<file path="config.mk">
export PLATFORM = sky130hd
export DESIGN_NAME = blue_pixel_run_segmenter_flat
export DESIGN_NICKNAME = d
export VERILOG_FILES = /design/src/rtl/bpr_pkg.sv /design/src/rtl/bpr_if.sv /design/src/rtl/bpr_cfg.sv /design/src/rtl/bpr_classify.sv /design/src/rtl/bpr_run.sv /design/src/rtl/blue_pixel_run_segmenter.sv /design/src/flat_wrapper.sv
export SDC_FILE = /design/constraint.sdc
export NUM_CORES = 1
export LEC_CHECK = 0
export BUFFER_PORTS_ARGS = -buffer_cell sky130_fd_sc_hd__buf_2
export CELL_PAD_IN_SITES_DETAIL_PLACEMENT = 1
export CELL_PAD_IN_SITES_GLOBAL_PLACEMENT = 1
export CORE_AREA = 8 8 154 185
export DETAILED_ROUTE_END_ITERATION = 8
export DIE_AREA = 0 0 162 193
export PLACE_DENSITY_LB_ADDON = 0.25
export SLEW_MARGIN = 40
export SYNTH_ARGS = -nofsm -noshare
export SYNTH_HDL_FRONTEND = slang
export SYNTH_SLANG_ARGS = --single-unit
</file>
<file path="constraint.sdc">
create_clock -name clk -period 9 [get_ports clk]
set_input_delay 1.8 -clock clk [delete_from_list [all_inputs] [get_ports clk]]
set_output_delay 1.8 -clock clk [all_outputs]
set_load 0.05 [all_outputs]
</file>
<file path="src/rtl/bpr_pkg.sv">
// Package: shared types, reset values and register indexes for the blue pixel run segmenter.
`timescale 1ns / 1ps

package bpr_pkg;

  // Fixed field widths
  localparam int COL_W    = 10;
  localparam int LINE_W   = 10;
  localparam int PIX_W    = 16;
  localparam int SEGW_W   = 11;
  localparam int CFG_IDX_W  = 3;
  localparam int CFG_DATA_W = 10;

  // Default segment cap per row
  localparam int BPR_MAX_RUNS = 12;

  // Register indexes
  typedef enum logic [CFG_IDX_W-1:0] {
    REG_MIN_BLUE_LEVEL   = 3'd0,
    REG_BRIGHT_FLOOR     = 3'd1,
    REG_RED_LEAD         = 3'd2,
    REG_GRN_LEAD         = 3'd3,
    REG_SCORE_FLOOR      = 3'd4,
    REG_MIN_RUN_WIDTH    = 3'd5,
    REG_MAX_GAP          = 3'd6,
    REG_MAX_RUNS_PER_ROW = 3'd7
  } cfg_reg_t;

  // Register file contents
  typedef struct packed {
    logic [4:0] min_blue_level;
    logic [6:0] bright_floor;
    logic [4:0] red_lead;
    logic [4:0] grn_lead;
    logic [6:0] score_floor;   // two's complement
    logic [9:0] min_run_width;
    logic [3:0] max_gap;
    logic [3:0] max_runs_per_row;
  } cfg_t;

  localparam cfg_t CFG_RESET = '{
    min_blue_level:   5'd10,
    bright_floor:     7'd18,
    red_lead:         5'd5,
    grn_lead:         5'd4,
    score_floor:      7'd9,
    min_run_width:    10'd4,
    max_gap:          4'd2,
    max_runs_per_row: 4'd12
  };

  // One input beat
  typedef struct packed {
    logic [PIX_W-1:0]  pixel;
    logic [COL_W-1:0]  column;
    logic [LINE_W-1:0] line;
    logic              row_end;
  } pix_t;

  // One result beat
  typedef struct packed {
    logic              is_blue;
    logic              segment_valid;
    logic [COL_W-1:0]  segment_first;
    logic [COL_W-1:0]  segment_end;
    logic [COL_W-1:0]  segment_center;
    logic [SEGW_W-1:0] segment_span;
    logic [LINE_W-1:0] segment_row;
  } seg_t;

endpackage

</file>
<file path="src/rtl/bpr_if.sv">
// Interfaces: pixel input channel, segment result channel and register write channel.
`timescale 1ns / 1ps

interface bpr_pix_if;
  import bpr_pkg::*;
  logic              valid;
  logic              ready;
  logic [PIX_W-1:0]  pixel;
  logic [COL_W-1:0]  column;
  logic [LINE_W-1:0] line;
  logic              row_end;

  modport source (output valid, pixel, column, line, row_end, input ready);
  modport sink   (input valid, pixel, column, line, row_end, output ready);
endinterface

interface bpr_seg_if;
  import bpr_pkg::*;
  logic              valid;
  logic              ready;
  logic              is_blue;
  logic              segment_valid;
  logic [COL_W-1:0]  segment_first;
  logic [COL_W-1:0]  segment_end;
  logic [COL_W-1:0]  segment_center;
  logic [SEGW_W-1:0] segment_span;
  logic [LINE_W-1:0] segment_row;

  modport source (output valid, is_blue, segment_valid, segment_first, segment_end,
                  segment_center, segment_span, segment_row, input ready);
  modport sink   (input valid, is_blue, segment_valid, segment_first, segment_end,
                  segment_center, segment_span, segment_row, output ready);
endinterface

interface bpr_cfg_if;
  import bpr_pkg::*;
  logic                  valid;
  logic                  ready;
  logic [CFG_IDX_W-1:0]  index;
  logic [CFG_DATA_W-1:0] data;

  modport source (output valid, index, data, input ready);
  modport sink   (input valid, index, data, output ready);
endinterface

</file>
<file path="src/rtl/bpr_cfg.sv">
// Register file for the classification and run thresholds.
`timescale 1ns / 1ps

module bpr_cfg
  import bpr_pkg::*;
(
  input  logic                  clk,
  input  logic                  rst_n,
  input  logic                  wr_en,
  input  logic [CFG_IDX_W-1:0]  wr_index,
  input  logic [CFG_DATA_W-1:0] wr_data,
  output cfg_t                  cfg
);

  cfg_t cfg_r;
  cfg_t cfg_nxt;

  // Decode the write into the addressed field
  always_comb begin
    cfg_nxt = cfg_r;
    if (wr_en) begin
      unique case (cfg_reg_t'(wr_index))
        REG_MIN_BLUE_LEVEL:   cfg_nxt.min_blue_level   = wr_data[4:0];
        REG_BRIGHT_FLOOR:     cfg_nxt.bright_floor     = wr_data[6:0];
        REG_RED_LEAD:         cfg_nxt.red_lead         = wr_data[4:0];
        REG_GRN_LEAD:         cfg_nxt.grn_lead         = wr_data[4:0];
        REG_SCORE_FLOOR:      cfg_nxt.score_floor      = wr_data[6:0];
        REG_MIN_RUN_WIDTH:    cfg_nxt.min_run_width    = wr_data[9:0];
        REG_MAX_GAP:          cfg_nxt.max_gap          = wr_data[3:0];
        REG_MAX_RUNS_PER_ROW: cfg_nxt.max_runs_per_row = wr_data[3:0];
        default:              cfg_nxt = cfg_r;
      endcase
    end
  end

  always_ff @(posedge clk) begin
    if (!rst_n) begin
      cfg_r <= CFG_RESET;
    end else begin
      cfg_r <= cfg_nxt;
    end
  end

  assign cfg = cfg_r;

endmodule

</file>
<file path="src/rtl/bpr_classify.sv">
// Blue pixel classifier: threshold tests on the RGB565 components.
`timescale 1ns / 1ps

module bpr_classify
  import bpr_pkg::*;
(
  input  logic [PIX_W-1:0] pixel,
  input  cfg_t             cfg,
  output logic             is_blue
);

  logic [4:0]         r5, g5, b5;
  logic [6:0]         bright;
  logic signed [6:0]  red_diff, green_diff;
  logic signed [7:0]  score;
  logic signed [7:0]  score_min;
  logic [12:0]        blue_x100, bright_x45;
  logic               ratio_ok;

  // Split components; green drops its low bit
  assign r5 = pixel[15:11];
  assign g5 = pixel[10:6];
  assign b5 = pixel[4:0];

  assign bright     = 7'(r5) + 7'(g5) + 7'(b5);
  assign red_diff   = $signed({2'b00, b5}) - $signed({2'b00, r5});
  assign green_diff = $signed({2'b00, b5}) - $signed({2'b00, g5});
  assign score      = $signed({2'b00, b5, 1'b0}) - $signed({3'b000, r5})
                    - $signed({3'b000, g5});
  assign score_min  = $signed({cfg.score_floor[6], cfg.score_floor});

  // Blue share of brightness at least 45 percent
  assign blue_x100  = 13'(b5) * 13'd100;
  assign bright_x45 = 13'(bright) * 13'd45;
  assign ratio_ok   = (blue_x100 >= bright_x45);

  // All tests must pass; the score test and the ratio test are alternatives, either suffices
  assign is_blue = (bright >= cfg.bright_floor)
                && (b5 >= cfg.min_blue_level)
                && (red_diff >= $signed({2'b00, cfg.red_lead}))
                && (green_diff >= $signed({2'b00, cfg.grn_lead}))
                && ((score >= score_min) || ratio_ok);

endmodule

</file>
<file path="src/rtl/bpr_run.sv">
// Run tracker: gap-tolerant run state, segment emission and result register.
`timescale 1ns / 1ps

module bpr_run
  import bpr_pkg::*;
#(
  parameter int MAX_RUNS = BPR_MAX_RUNS
) (
  input  logic clk,
  input  logic rst_n,
  input  logic advance,
  input  pix_t item,
  input  logic is_blue,
  input  cfg_t cfg,
  input  logic out_ready,
  output logic out_valid,
  output seg_t result
);

  localparam int RUNS_W = $clog2(MAX_RUNS + 1);
  localparam logic [3:0] RUN_CAP = 4'(MAX_RUNS);

  logic              run_open_r, run_open_nxt;
  logic [COL_W-1:0]  run_start_r, run_start_nxt;
  logic [COL_W-1:0]  last_col_r, last_col_nxt;
  logic [3:0]        gap_r, gap_nxt;
  logic [RUNS_W-1:0] runs_r, runs_nxt;
  logic              out_valid_r, out_valid_nxt;
  seg_t              result_r, result_nxt;

  logic              open_step;
  logic [COL_W-1:0]  start_step, last_step;
  logic              gap_close, row_close, closing;
  logic [COL_W-1:0]  cls_start, cls_end;
  logic [3:0]        limit;
  logic [SEGW_W-1:0] width;
  logic [COL_W:0]    col_sum;
  logic              emit;

  // Blue extends or opens the run
  assign open_step  = is_blue | run_open_r;
  assign start_step = (is_blue && !run_open_r) ? item.column : run_start_r;
  assign last_step  = is_blue ? item.column : last_col_r;

  // Gap overflow closes first; row end closes whatever stays open
  assign gap_close = !is_blue && run_open_r && (gap_r >= cfg.max_gap);
  assign row_close = item.row_end && open_step && !gap_close;
  assign closing   = gap_close | row_close;
  assign cls_start = gap_close ? run_start_r : start_step;
  assign cls_end   = gap_close ? last_col_r  : last_step;

  // Emission check
  assign limit   = (cfg.max_runs_per_row < RUN_CAP) ? cfg.max_runs_per_row : RUN_CAP;
  assign width   = SEGW_W'(cls_end) - SEGW_W'(cls_start) + SEGW_W'(1);
  assign col_sum = (COL_W+1)'(cls_start) + (COL_W+1)'(cls_end);
  assign emit    = closing && (cls_end >= cls_start)
                && (width >= SEGW_W'(cfg.min_run_width))
                && (4'(runs_r) < limit);

  // Next run state and result
  always_comb begin
    run_open_nxt  = run_open_r;
    run_start_nxt = run_start_r;
    last_col_nxt  = last_col_r;
    gap_nxt       = gap_r;
    runs_nxt      = runs_r;
    result_nxt    = result_r;
    out_valid_nxt = out_valid_r && !out_ready;
    if (advance) begin
      out_valid_nxt = 1'b1;
      if (closing) begin
        run_open_nxt  = 1'b0;
        run_start_nxt = '0;
        last_col_nxt  = '0;
        gap_nxt       = '0;
      end else begin
        run_open_nxt  = open_step;
        run_start_nxt = start_step;
        last_col_nxt  = last_step;
        if (is_blue) begin
          gap_nxt = '0;
        end else if (run_open_r) begin
          gap_nxt = gap_r + 4'd1;
        end
      end
      if (item.row_end) begin
        runs_nxt = '0;
      end else if (emit) begin
        runs_nxt = runs_r + RUNS_W'(1);
      end
      result_nxt = '0;
      result_nxt.is_blue = is_blue;
      if (emit) begin
        result_nxt.segment_valid  = 1'b1;
        result_nxt.segment_first  = cls_start;
        result_nxt.segment_end    = cls_end;
        result_nxt.segment_center = col_sum[COL_W:1];
        result_nxt.segment_span   = width;
        result_nxt.segment_row    = item.line;
      end
    end
  end

  always_ff @(posedge clk) begin
    if (!rst_n) begin
      run_open_r  <= 1'b0;
      run_start_r <= '0;
      last_col_r  <= '0;
      gap_r       <= '0;
      runs_r      <= '0;
      out_valid_r <= 1'b0;
    end else begin
      run_open_r  <= run_open_nxt;
      run_start_r <= run_start_nxt;
      last_col_r  <= last_col_nxt;
      gap_r       <= gap_nxt;
      runs_r      <= runs_nxt;
      out_valid_r <= out_valid_nxt;
    end
  end

  always_ff @(posedge clk) begin
    result_r <= result_nxt;
  end

  assign out_valid = out_valid_r;
  assign result    = result_r;

  // Idle run holds cleared bookkeeping
  a_idle_clear: assert property (@(posedge clk) disable iff (!rst_n)
    !run_open_r |-> (gap_r == '0 && run_start_r == '0 && last_col_r == '0))
    else $error("closed run left stale state");

  // Emitted width matches its span
  a_width: assert property (@(posedge clk) disable iff (!rst_n)
    (out_valid_r && result_r.segment_valid) |->
      (result_r.segment_span == SEGW_W'(result_r.segment_end)
                                - SEGW_W'(result_r.segment_first) + SEGW_W'(1)))
    else $error("segment width disagrees with start and end");

  // Non-emitting result carries zero segment fields
  a_zero: assert property (@(posedge clk) disable iff (!rst_n)
    (out_valid_r && !result_r.segment_valid) |->
      (result_r.segment_first == '0 && result_r.segment_span == '0
       && result_r.segment_row == '0))
    else $error("segment fields set without emission");

  // Row count stays within the cap
  a_runs_cap: assert property (@(posedge clk) disable iff (!rst_n)
    4'(runs_r) <= RUN_CAP)
    else $error("row segment count over cap");

  // An emission bumps the count unless the row ends
  a_runs_inc: assert property (@(posedge clk) disable iff (!rst_n)
    (advance && emit && !item.row_end) |=> (runs_r == $past(runs_r) + RUNS_W'(1)))
    else $error("segment count did not advance");

endmodule

</file>
<file path="src/rtl/blue_pixel_run_segmenter.sv">
// Top level: input register, classifier, run tracker and register file.
`timescale 1ns / 1ps
// A pixel beat waits in the input register until it advances into the result register.
// Throughput: one pixel per cycle unless output stalls; the single run-state update per pixel
//   (classify, gap and close decision) sits between the input and result registers.
// While a result waits unaccepted, an empty input register takes one beat, then input stalls.
// Reset (rst_n low, synchronous): both channels empty, no run open, row count zero,
//   thresholds back to their defaults. No clearing pass.

module blue_pixel_run_segmenter
  import bpr_pkg::*;
#(
  parameter int MAX_RUNS = BPR_MAX_RUNS
) (
  input  logic     clk,
  input  logic     rst_n,
  bpr_pix_if.sink   in_pix,
  bpr_seg_if.source out_seg,
  bpr_cfg_if.sink   cfg_wr
);

  logic  s1_valid_r, s1_valid_nxt;
  pix_t  s1_item_r, s1_item_nxt;
  logic  advance;
  logic  in_take;
  logic  is_blue;
  logic  out_valid;
  cfg_t  cfg;
  seg_t  result;

  // Registers always take a write
  assign cfg_wr.ready = 1'b1;

  bpr_cfg u_cfg (
    .clk      (clk),
    .rst_n    (rst_n),
    .wr_en    (cfg_wr.valid),
    .wr_index (cfg_wr.index),
    .wr_data  (cfg_wr.data),
    .cfg      (cfg)
  );

  // Advance when the result slot is free or draining
  assign advance      = s1_valid_r && (!out_valid || out_seg.ready);
  assign in_pix.ready = !s1_valid_r || advance;
  assign in_take      = in_pix.valid && in_pix.ready;

  // Input register
  always_comb begin
    s1_valid_nxt = in_take || (s1_valid_r && !advance);
    s1_item_nxt  = s1_item_r;
    if (in_take) begin
      s1_item_nxt = '{pixel: in_pix.pixel, column: in_pix.column,
                      line: in_pix.line, row_end: in_pix.row_end};
    end
  end

  always_ff @(posedge clk) begin
    if (!rst_n) begin
      s1_valid_r <= 1'b0;
    end else begin
      s1_valid_r <= s1_valid_nxt;
    end
  end

  always_ff @(posedge clk) begin
    s1_item_r <= s1_item_nxt;
  end

  bpr_classify u_classify (
    .pixel   (s1_item_r.pixel),
    .cfg     (cfg),
    .is_blue (is_blue)
  );

  bpr_run #(
    .MAX_RUNS (MAX_RUNS)
  ) u_run (
    .clk       (clk),
    .rst_n     (rst_n),
    .advance   (advance),
    .item      (s1_item_r),
    .is_blue   (is_blue),
    .cfg       (cfg),
    .out_ready (out_seg.ready),
    .out_valid (out_valid),
    .result    (result)
  );

  // Drive the result channel
  assign out_seg.valid          = out_valid;
  assign out_seg.is_blue        = result.is_blue;
  assign out_seg.segment_valid  = result.segment_valid;
  assign out_seg.segment_first  = result.segment_first;
  assign out_seg.segment_end    = result.segment_end;
  assign out_seg.segment_center = result.segment_center;
  assign out_seg.segment_span   = result.segment_span;
  assign out_seg.segment_row    = result.segment_row;

endmodule
</file>
<file path="src/flat_wrapper.sv">
// flat-port wrapper written by rule: the top's interface ports become plain ports
module blue_pixel_run_segmenter_flat import bpr_pkg::*;
#(
  parameter int MAX_RUNS = BPR_MAX_RUNS
)
  (clk, rst_n, in_pix_valid, in_pix_pixel, in_pix_column, in_pix_line, in_pix_row_end, in_pix_ready, out_seg_valid, out_seg_is_blue, out_seg_segment_valid, out_seg_segment_first, out_seg_segment_end, out_seg_segment_center, out_seg_segment_span, out_seg_segment_row, out_seg_ready, cfg_wr_valid, cfg_wr_index, cfg_wr_data, cfg_wr_ready);
  bpr_pix_if in_pix_i ();
  bpr_seg_if out_seg_i ();
  bpr_cfg_if cfg_wr_i ();
  input  logic clk;
  input  logic rst_n;
  input wire logic [$bits(in_pix_i.valid)-1:0] in_pix_valid;
  input wire logic [$bits(in_pix_i.pixel)-1:0] in_pix_pixel;
  input wire logic [$bits(in_pix_i.column)-1:0] in_pix_column;
  input wire logic [$bits(in_pix_i.line)-1:0] in_pix_line;
  input wire logic [$bits(in_pix_i.row_end)-1:0] in_pix_row_end;
  output wire logic [$bits(in_pix_i.ready)-1:0] in_pix_ready;
  output wire logic [$bits(out_seg_i.valid)-1:0] out_seg_valid;
  output wire logic [$bits(out_seg_i.is_blue)-1:0] out_seg_is_blue;
  output wire logic [$bits(out_seg_i.segment_valid)-1:0] out_seg_segment_valid;
  output wire logic [$bits(out_seg_i.segment_first)-1:0] out_seg_segment_first;
  output wire logic [$bits(out_seg_i.segment_end)-1:0] out_seg_segment_end;
  output wire logic [$bits(out_seg_i.segment_center)-1:0] out_seg_segment_center;
  output wire logic [$bits(out_seg_i.segment_span)-1:0] out_seg_segment_span;
  output wire logic [$bits(out_seg_i.segment_row)-1:0] out_seg_segment_row;
  input wire logic [$bits(out_seg_i.ready)-1:0] out_seg_ready;
  input wire logic [$bits(cfg_wr_i.valid)-1:0] cfg_wr_valid;
  input wire logic [$bits(cfg_wr_i.index)-1:0] cfg_wr_index;
  input wire logic [$bits(cfg_wr_i.data)-1:0] cfg_wr_data;
  output wire logic [$bits(cfg_wr_i.ready)-1:0] cfg_wr_ready;
  assign in_pix_i.valid = in_pix_valid;
  assign in_pix_i.pixel = in_pix_pixel;
  assign in_pix_i.column = in_pix_column;
  assign in_pix_i.line = in_pix_line;
  assign in_pix_i.row_end = in_pix_row_end;
  assign in_pix_ready = in_pix_i.ready;
  assign out_seg_valid = out_seg_i.valid;
  assign out_seg_is_blue = out_seg_i.is_blue;
  assign out_seg_segment_valid = out_seg_i.segment_valid;
  assign out_seg_segment_first = out_seg_i.segment_first;
  assign out_seg_segment_end = out_seg_i.segment_end;
  assign out_seg_segment_center = out_seg_i.segment_center;
  assign out_seg_segment_span = out_seg_i.segment_span;
  assign out_seg_segment_row = out_seg_i.segment_row;
  assign out_seg_i.ready = out_seg_ready;
  assign cfg_wr_i.valid = cfg_wr_valid;
  assign cfg_wr_i.index = cfg_wr_index;
  assign cfg_wr_i.data = cfg_wr_data;
  assign cfg_wr_ready = cfg_wr_i.ready;
  blue_pixel_run_segmenter #(.MAX_RUNS(MAX_RUNS)) u_core (.clk(clk), .rst_n(rst_n), .in_pix(in_pix_i), .out_seg(out_seg_i), .cfg_wr(cfg_wr_i));
endmodule
</file>
==> flow_metrics.tcl, run 1 <==
set metrics [dict create \
    synthMuxAreaShare_pct 4.37 \
    ant_nets 0 \
    finalHoldViolations 0 \
    cp-end-kind "flop" \
    ir_worst_vdd_mv 0.269 \
    nets 1536 \
    r2r_end "u_core.u_run.result[29]" \
    rrSetupSlack_ns -0.93 \
    switching_power_uw 1700 \
    violations "negative setup slack" \
    yosysWarningCount 0 \
    stdcell_count 1651 \
    synth.most_common_cell "ha_1" \
    syn_to_final_growth_pct 27.9 \
    die_y_um 193 \
    synth_compound_area_share_pct 13.2 \
    synthDistinctLibCells 65 \
    layout_setup_ws_ns -0.934 \
    synth_area_leaders "edfxtp_1, ha_1, dfxtp_1, inv_1, mux2i_1" \
    worstMarginPinSlew_ns 0.767 \
    drt-wirelength-per-cell_um 18.6 \
    post-synth-top-area-cell "edfxtp_1" \
    drc 0 \
    place_inst 1595 \
    slew_viol_final 0 \
    grt_usage_pct 19.9 \
    pre_cts_ws_ns -1.24 \
    clock-skew-final_ns 0.00899 \
    yosys.area_share.simple_pct 10.7 \
    start_kind "flop" \
    tns_ns -49.80 \
    synth_nets 1285 \
    power_frac_seq_pct 20.1 \
    period_minus_slack_ns 9.93 \
    reg2reg_depth 45 \
    htreeDepth 4 \
    clk_pin_slew_ns 0.07 \
    worstPathMaxFanout 22 \
    clock_latency_ns 0.44 \
    critPathSlowestCell "fa_2" \
    power_density_mw_per_mm2 305 \
    synth_top_family_by_area "adder cells" \
    first_pass_iters 4 \
    dieArea_mm2 0.0313 \
    setup-violations-final 56 \
    hold_class "flop to flop" \
    n_fill_cell 2904 \
    clkPwrFrac_pct 16.6 \
    ys_seq_area_share_pct 39.3 \
    p_total_uw 4200 \
    crit_required_ns 9.20 \
    synthTopCellsByCount "ha_1, inv_1, edfxtp_1, dfxtp_1, nand2_1" \
    drt-initial-drc-count 250 \
    avgViaCountPerCell 5.19 \
    rsz0062_at_grt "true" \
    die_width_um 162 \
    grt_overflow 0 \
    synthCells 1050 \
    async_reset_ff_share_pct 0 \
    io_buffers 108 \
    cts_max_path_buffers 2 \
    synth-adder-area-share_pct 22.4 \
    p_comb_share_pct 63.2 \
    yosys.area_share.xor_xnor_pct 3.66 \
    worstPathArrival_ns 10.13 \
    vias 8563 \
    synth-edff-count 89 \
    crit_path_max_incr_delay_ns 0.60 \
    final_layout_size_suffix_gt1_share_pct 29.8 \
    syn_area_mm2 0.0108 \
    grt_pass1_wl_um 48500 \
    grt_pass1_vias 9449 \
    swShare_pct 40.4 \
    min_to "u_core.u_cfg.cfg[11]" \
    outcome "finished, violations left" \
    cts_made_buffers 17 \
    wirelength_um 30700 \
    fmax_mhz 101 \
    p_leak_uw 0.00626 \
    cts-root-buf "clkbuf_16" \
    cap_violations 0 \
    avgSynthCellArea_um2 10.3 \
    gp_congestion 0.838 \
    setup.worst_path.class "flop to flop" \
    ios 111 \
    p_int_uw 2500 \
    ys.flop_type "edfxtp_1" \
    core.rowCount 65 \
    ys_ff_latch 167 \
    coreArea_mm2 0.0257 \
    min_from "u_core.u_cfg.cfg[11]" \
    period_share_pct 110 \
    hold_depth 2 \
    initial_core_util_pct 41.9 \
    cts_tree "built" \
    hpwlAfterDp_um 23400 \
    antenna_found_initial 2 \
    fin_util_pct 53.6 \
    rr_startpoint "u_core.s1_item_r[28]" \
    numClockSinks 167 \
    synth.top_cell.area_share_pct 24.8 \
    grt_max_degree 60 \
    slew_headroom_pct 48.7 \
]
[power by group through the flow]
stage	registers [uW]	clock network, uW	logic, uW
finish	846	698	2660
global route	848	736	2910
CTS	846	711	2460
detailed placement	863	0	2150
global placement	861	0	2060
floorplan	907	0	1330
[per-layer routing]
layer | up-vias | part of all wire (%) | GRT usage (%)
li1 | 4159 | - | -
met1 | 4209 | 36 | 19.0
met5 | - | 0 | 0
met4 | 0 | 4.1 | 10.6
met2 | 133 | 57 | 39.5
met3 | 62 | 3.0 | 3.67
[timing repair]
item | in CTS | in global routing
pin swaps | 50 | 4
gates cloned | 0 | 1
endpoints found under the setup margin | 56 | 56
hold buffers | 0 | 0
gates resized for setup | 44 | 16
setup buffers | 16 | 6
[per-stage QoR]
stage	area, um^2	hold slack [ns]
global route	13800	0.486
floorplan	11000	0.424
finish	13800	0.455
CTS	13600	0.459
detailed placement	12700	0.443
global placement	12700	0.432
[how the worst max path moves through the flow]
stage | to | slack [ns] | start
3_3_place_gp | u_core.u_run.result[29] | -1.04 | u_core.s1_item_r[32]
2_1_floorplan | u_core.u_run.runs_r[1] | -0.37 | u_core.s1_item_r[32]
3_5_place_dp | u_core.u_run.result[13] | -1.24 | u_core.s1_item_r[32]
5_1_grt | u_core.u_run.result[16] | -1.32 | u_core.s1_item_r[27]
4_1_cts | u_core.u_run.result[40] | -0.75 | u_core.s1_item_r[27]
6_report | u_core.u_run.result[29] | -0.93 | u_core.s1_item_r[28]
[state kept, by name (all words and copies together), names as in the netlist, 4 cells and up]
name                      flops
u_core.s1_item_r             36
u_core.u_run.last_col_r      10
u_core.u_run.gap_r            4
u_core.u_run.result          53
u_core.u_cfg.cfg             47
u_core.u_run.run_start_r     10
u_core.u_run.runs_r           4
[critical path: cells and delay by family, from the launching register on]
kind	cells	cell delay (ns)
buffers and inverters	10	0.96
AOI/OAI and AO/OA	14	2.56
xor gates and xnor gates	3	0.44
muxes	1	0.28
and+or+nand+nor	7	1.34
adders and majority gates	10	3.66
DFF	1	0.43
[cell families (layout without fill, tap and decap cells)]
family | Yosys count | in the layout
AOI/OAI and AO/OA | 208 | 208
xor gates and xnor gates | 45 | 45
DFF | 167 | 167
and+or+nand+nor | 235 | 235
other | 1 | 3
adders and majority gates | 180 | 180
buffers and inverters | 167 | 431
muxes | 47 | 47
[cell type report]
| type | instances | area, um^2 | share of cell area (%) |
|---|---|---|---|
| Antenna cell | 2 | 5.00 | 0.0363 |
| Clock buffer | 18 | 429 | 3.12 |
| Clock inverter | 14 | 115 | 0.836 |
| Inverter | 139 | 536 | 3.89 |
| Multi-Input combinational cell | 716 | 6310 | 45.8 |
| Sequential cell | 167 | 4230 | 30.7 |
| Tap cell | 335 | 419 | 3.04 |
| Timing Repair Buffer | 260 | 1720 | 12.5 |
[layout by cell type, fill, tap and decap left out, types with 15 or more instances in the layout]
master,Yosys,routed
xor2_1,15,15
xnor2_1,30,25
a21o_1,22,22
nor2_1,67,66
ha_1,159,143
clkbuf_16,0,18
buf_2,0,108
and2_1,22,17
nand2_1,74,73
a21oi_1,63,52
edfxtp_1,89,89
dfxtp_1,78,78
fa_1,21,16
o21ai_0,24,21
inv_1,137,125
buf_4,2,147
mux2i_1,47,42
Power figures use the tool's default switching activity.
==> run 2, diff against run 1 <==
Settings changed: BUFFER_PORTS_ARGS -buffer_cell sky130_fd_sc_hd__buf_2 to -buffer_cell sky130_fd_sc_hd__buf_4.
==> flow_metrics.tcl, run 2 (same netlist as run 1, synthesis figures left out) <==
set metrics [dict create \
    core.rowCount 65 \
    period_minus_slack_ns 9.98 \
    final_layout_size_suffix_gt1_share_pct 30.8 \
    outcome "finished, violations left" \
    worstPathArrival_ns 10.18 \
    wirelength_um 32300 \
    cts-root-buf "clkbuf_16" \
    clkPwrFrac_pct 18.1 \
    cap_violations 0 \
    worstPathMaxFanout 22 \
    antennaDiodeCount 0 \
    p_int_uw 2590 \
    critPathSlowestCell "fa_2" \
    pre_cts_ws_ns -1.32 \
    numClockSinks 167 \
    fmax_mhz 100 \
    nets 1540 \
    path_common_cell "fa_2" \
    cts_made_buffers 17 \
    initial_core_util_pct 41.9 \
    largest_reg_flops 53 \
    grt_max_degree 60 \
    layout_common_cells "buf_4, ha_1, inv_1" \
    hpwlAfterDp_um 23700 \
    tns_ns -52.23 \
    dpl-instance-area_mm2 0.0130 \
    first_pass_iters 5 \
    slew_viol_final 0 \
    violations "negative setup slack" \
    clock_latency_ns 0.45 \
    crit_path_max_incr_delay_ns 0.58 \
    mostFrequentLayoutCell "buf_4" \
    worstMarginPinSlew_ns 0.820 \
    cts_max_path_buffers 2 \
    place_inst 1595 \
    crit_required_ns 9.20 \
    clock-skew-final_ns 0.0158 \
    gp_congestion 0.840 \
    layout_setup_ws_ns -0.981 \
    rsz0062_at_grt "true" \
    ir_worst_vdd_mv 0.207 \
    drc 0 \
    vias 8626 \
    grt_overflow 0 \
    finalHoldViolations 0 \
    grt_pass1_vias 9475 \
    start_kind "flop" \
    cts_tree "built" \
    hold_class "flop to flop" \
    avgViaCountPerCell 5.22 \
    grt_usage_pct 20.1 \
    cp-end-kind "flop" \
    cts_hold_buf 0 \
    power_frac_seq_pct 19.6 \
    io_buffers 108 \
    die_y_um 193 \
    dieArea_mm2 0.0313 \
    stdcell_count 1653 \
    drt-wirelength-per-cell_um 19.5 \
    setup.worst_path.class "flop to flop" \
    p_leak_uw 0.00643 \
    setup-violations-final 56 \
    p_comb_share_pct 62.3 \
    period_share_pct 111 \
    coreArea_mm2 0.0257 \
    swShare_pct 40.1 \
    grt_pass1_wl_um 48900 \
    die_width_um 162 \
    ios 111 \
    slew_headroom_pct 45.1 \
    antenna_found_initial 0 \
    switching_power_uw 1730 \
    clk_pin_slew_ns 0.07 \
    drt-initial-drc-count 273 \
    power_density_mw_per_mm2 305 \
    ant_nets 0 \
    htreeDepth 4 \
    finalInstanceArea_mm2 0.0142 \
    syn_to_final_growth_pct 31.9 \
]
[run 2: changes by cell type in the layout (fill, tap and decap cells not counted), sizes merged]
| cell | delta |
|---|---|
| buf | +4 |
| bufinv | +2 |
| clkbuf | +1 |
| clkinvlp | -2 |
| diode | -2 |
| inv | -1 |
[run 2: repair_timing]
item	in CTS	in global routing
resized for setup	34	37
cloned	0	1
pin swaps	20	24
setup endpoints to repair	56	56
setup buffers	14	11
[run 2: power by group through the flow]
stage | sequential, uW | clock (uW) | combinational [uW]
final | 846 | 783 | 2700
after global routing | 849 | 823 | 2940
after CTS | 846 | 798 | 2350
after detailed placement | 863 | 0 | 2160
after global placement | 861 | 0 | 2070
after floorplan | 907 | 0 | 1330
[run 2: layer usage]
| metal | vias up | routed length (um) | track usage (%) |
|---|---|---|---|
| met4 | 0 | 1080 | 10.5 |
| met5 | - | 0 | 0 |
| li1 | 4164 | - | - |
| met3 | 57 | 1010 | 3.70 |
| met2 | 154 | 18800 | 41.0 |
| met1 | 4251 | 11400 | 18.5 |
[run 2: metrics by stage]
step / utilization [%] / total power, uW / hold slack, ns
detailed placement: 50.5 / 3020 / 0.447
finish: 55.3 / 4330 / 0.460
floorplan: - / 2240 / 0.424
global route: 55.3 / 4610 / 0.476
global placement: 50.5 / 2930 / 0.433
CTS: 54.0 / 4000 / 0.460
[run 2: worst paths after layout]
path / from / end / slack (ns) / cells past startpoint
setup / recovery: u_core.s1_item_r[32] / u_core.u_run.result[29] / -0.98 / 45
setup reg to reg: u_core.s1_item_r[32] / u_core.u_run.result[29] / -0.98 / 45
hold reg to reg: u_core.u_cfg.cfg[11] / u_core.u_cfg.cfg[11] / 0.46 / 2
hold / removal: u_core.u_cfg.cfg[11] / u_core.u_cfg.cfg[11] / 0.46 / 2
[run 2: area by class of cell]
| type | instances | area (um^2) |
|---|---|---|
| Inverter | 139 | 533 |
| Sequential cell | 167 | 4230 |
| Clock inverter | 13 | 155 |
| Tap cell | 335 | 419 |
| Timing Repair Buffer | 264 | 2040 |
| Multi-Input combinational cell | 716 | 6360 |
| Clock buffer | 19 | 464 |
| Fill cell | 2837 | 11500 |
[run 2: worst max-delay path: cells and delay by family, from the launching register on]
| family | cells | cell delay, ns |
|---|---|---|
| AO/OA/AOI/OAI | 15 | 2.39 |
| multiplexers | 1 | 0.27 |
| adder cells (fa/ha/maj) | 12 | 4.12 |
| AND/OR/NAND/NOR | 6 | 1.25 |
| XOR/XNOR | 3 | 0.56 |
| buffers and inverters | 8 | 0.72 |
| flip-flops | 1 | 0.37 |
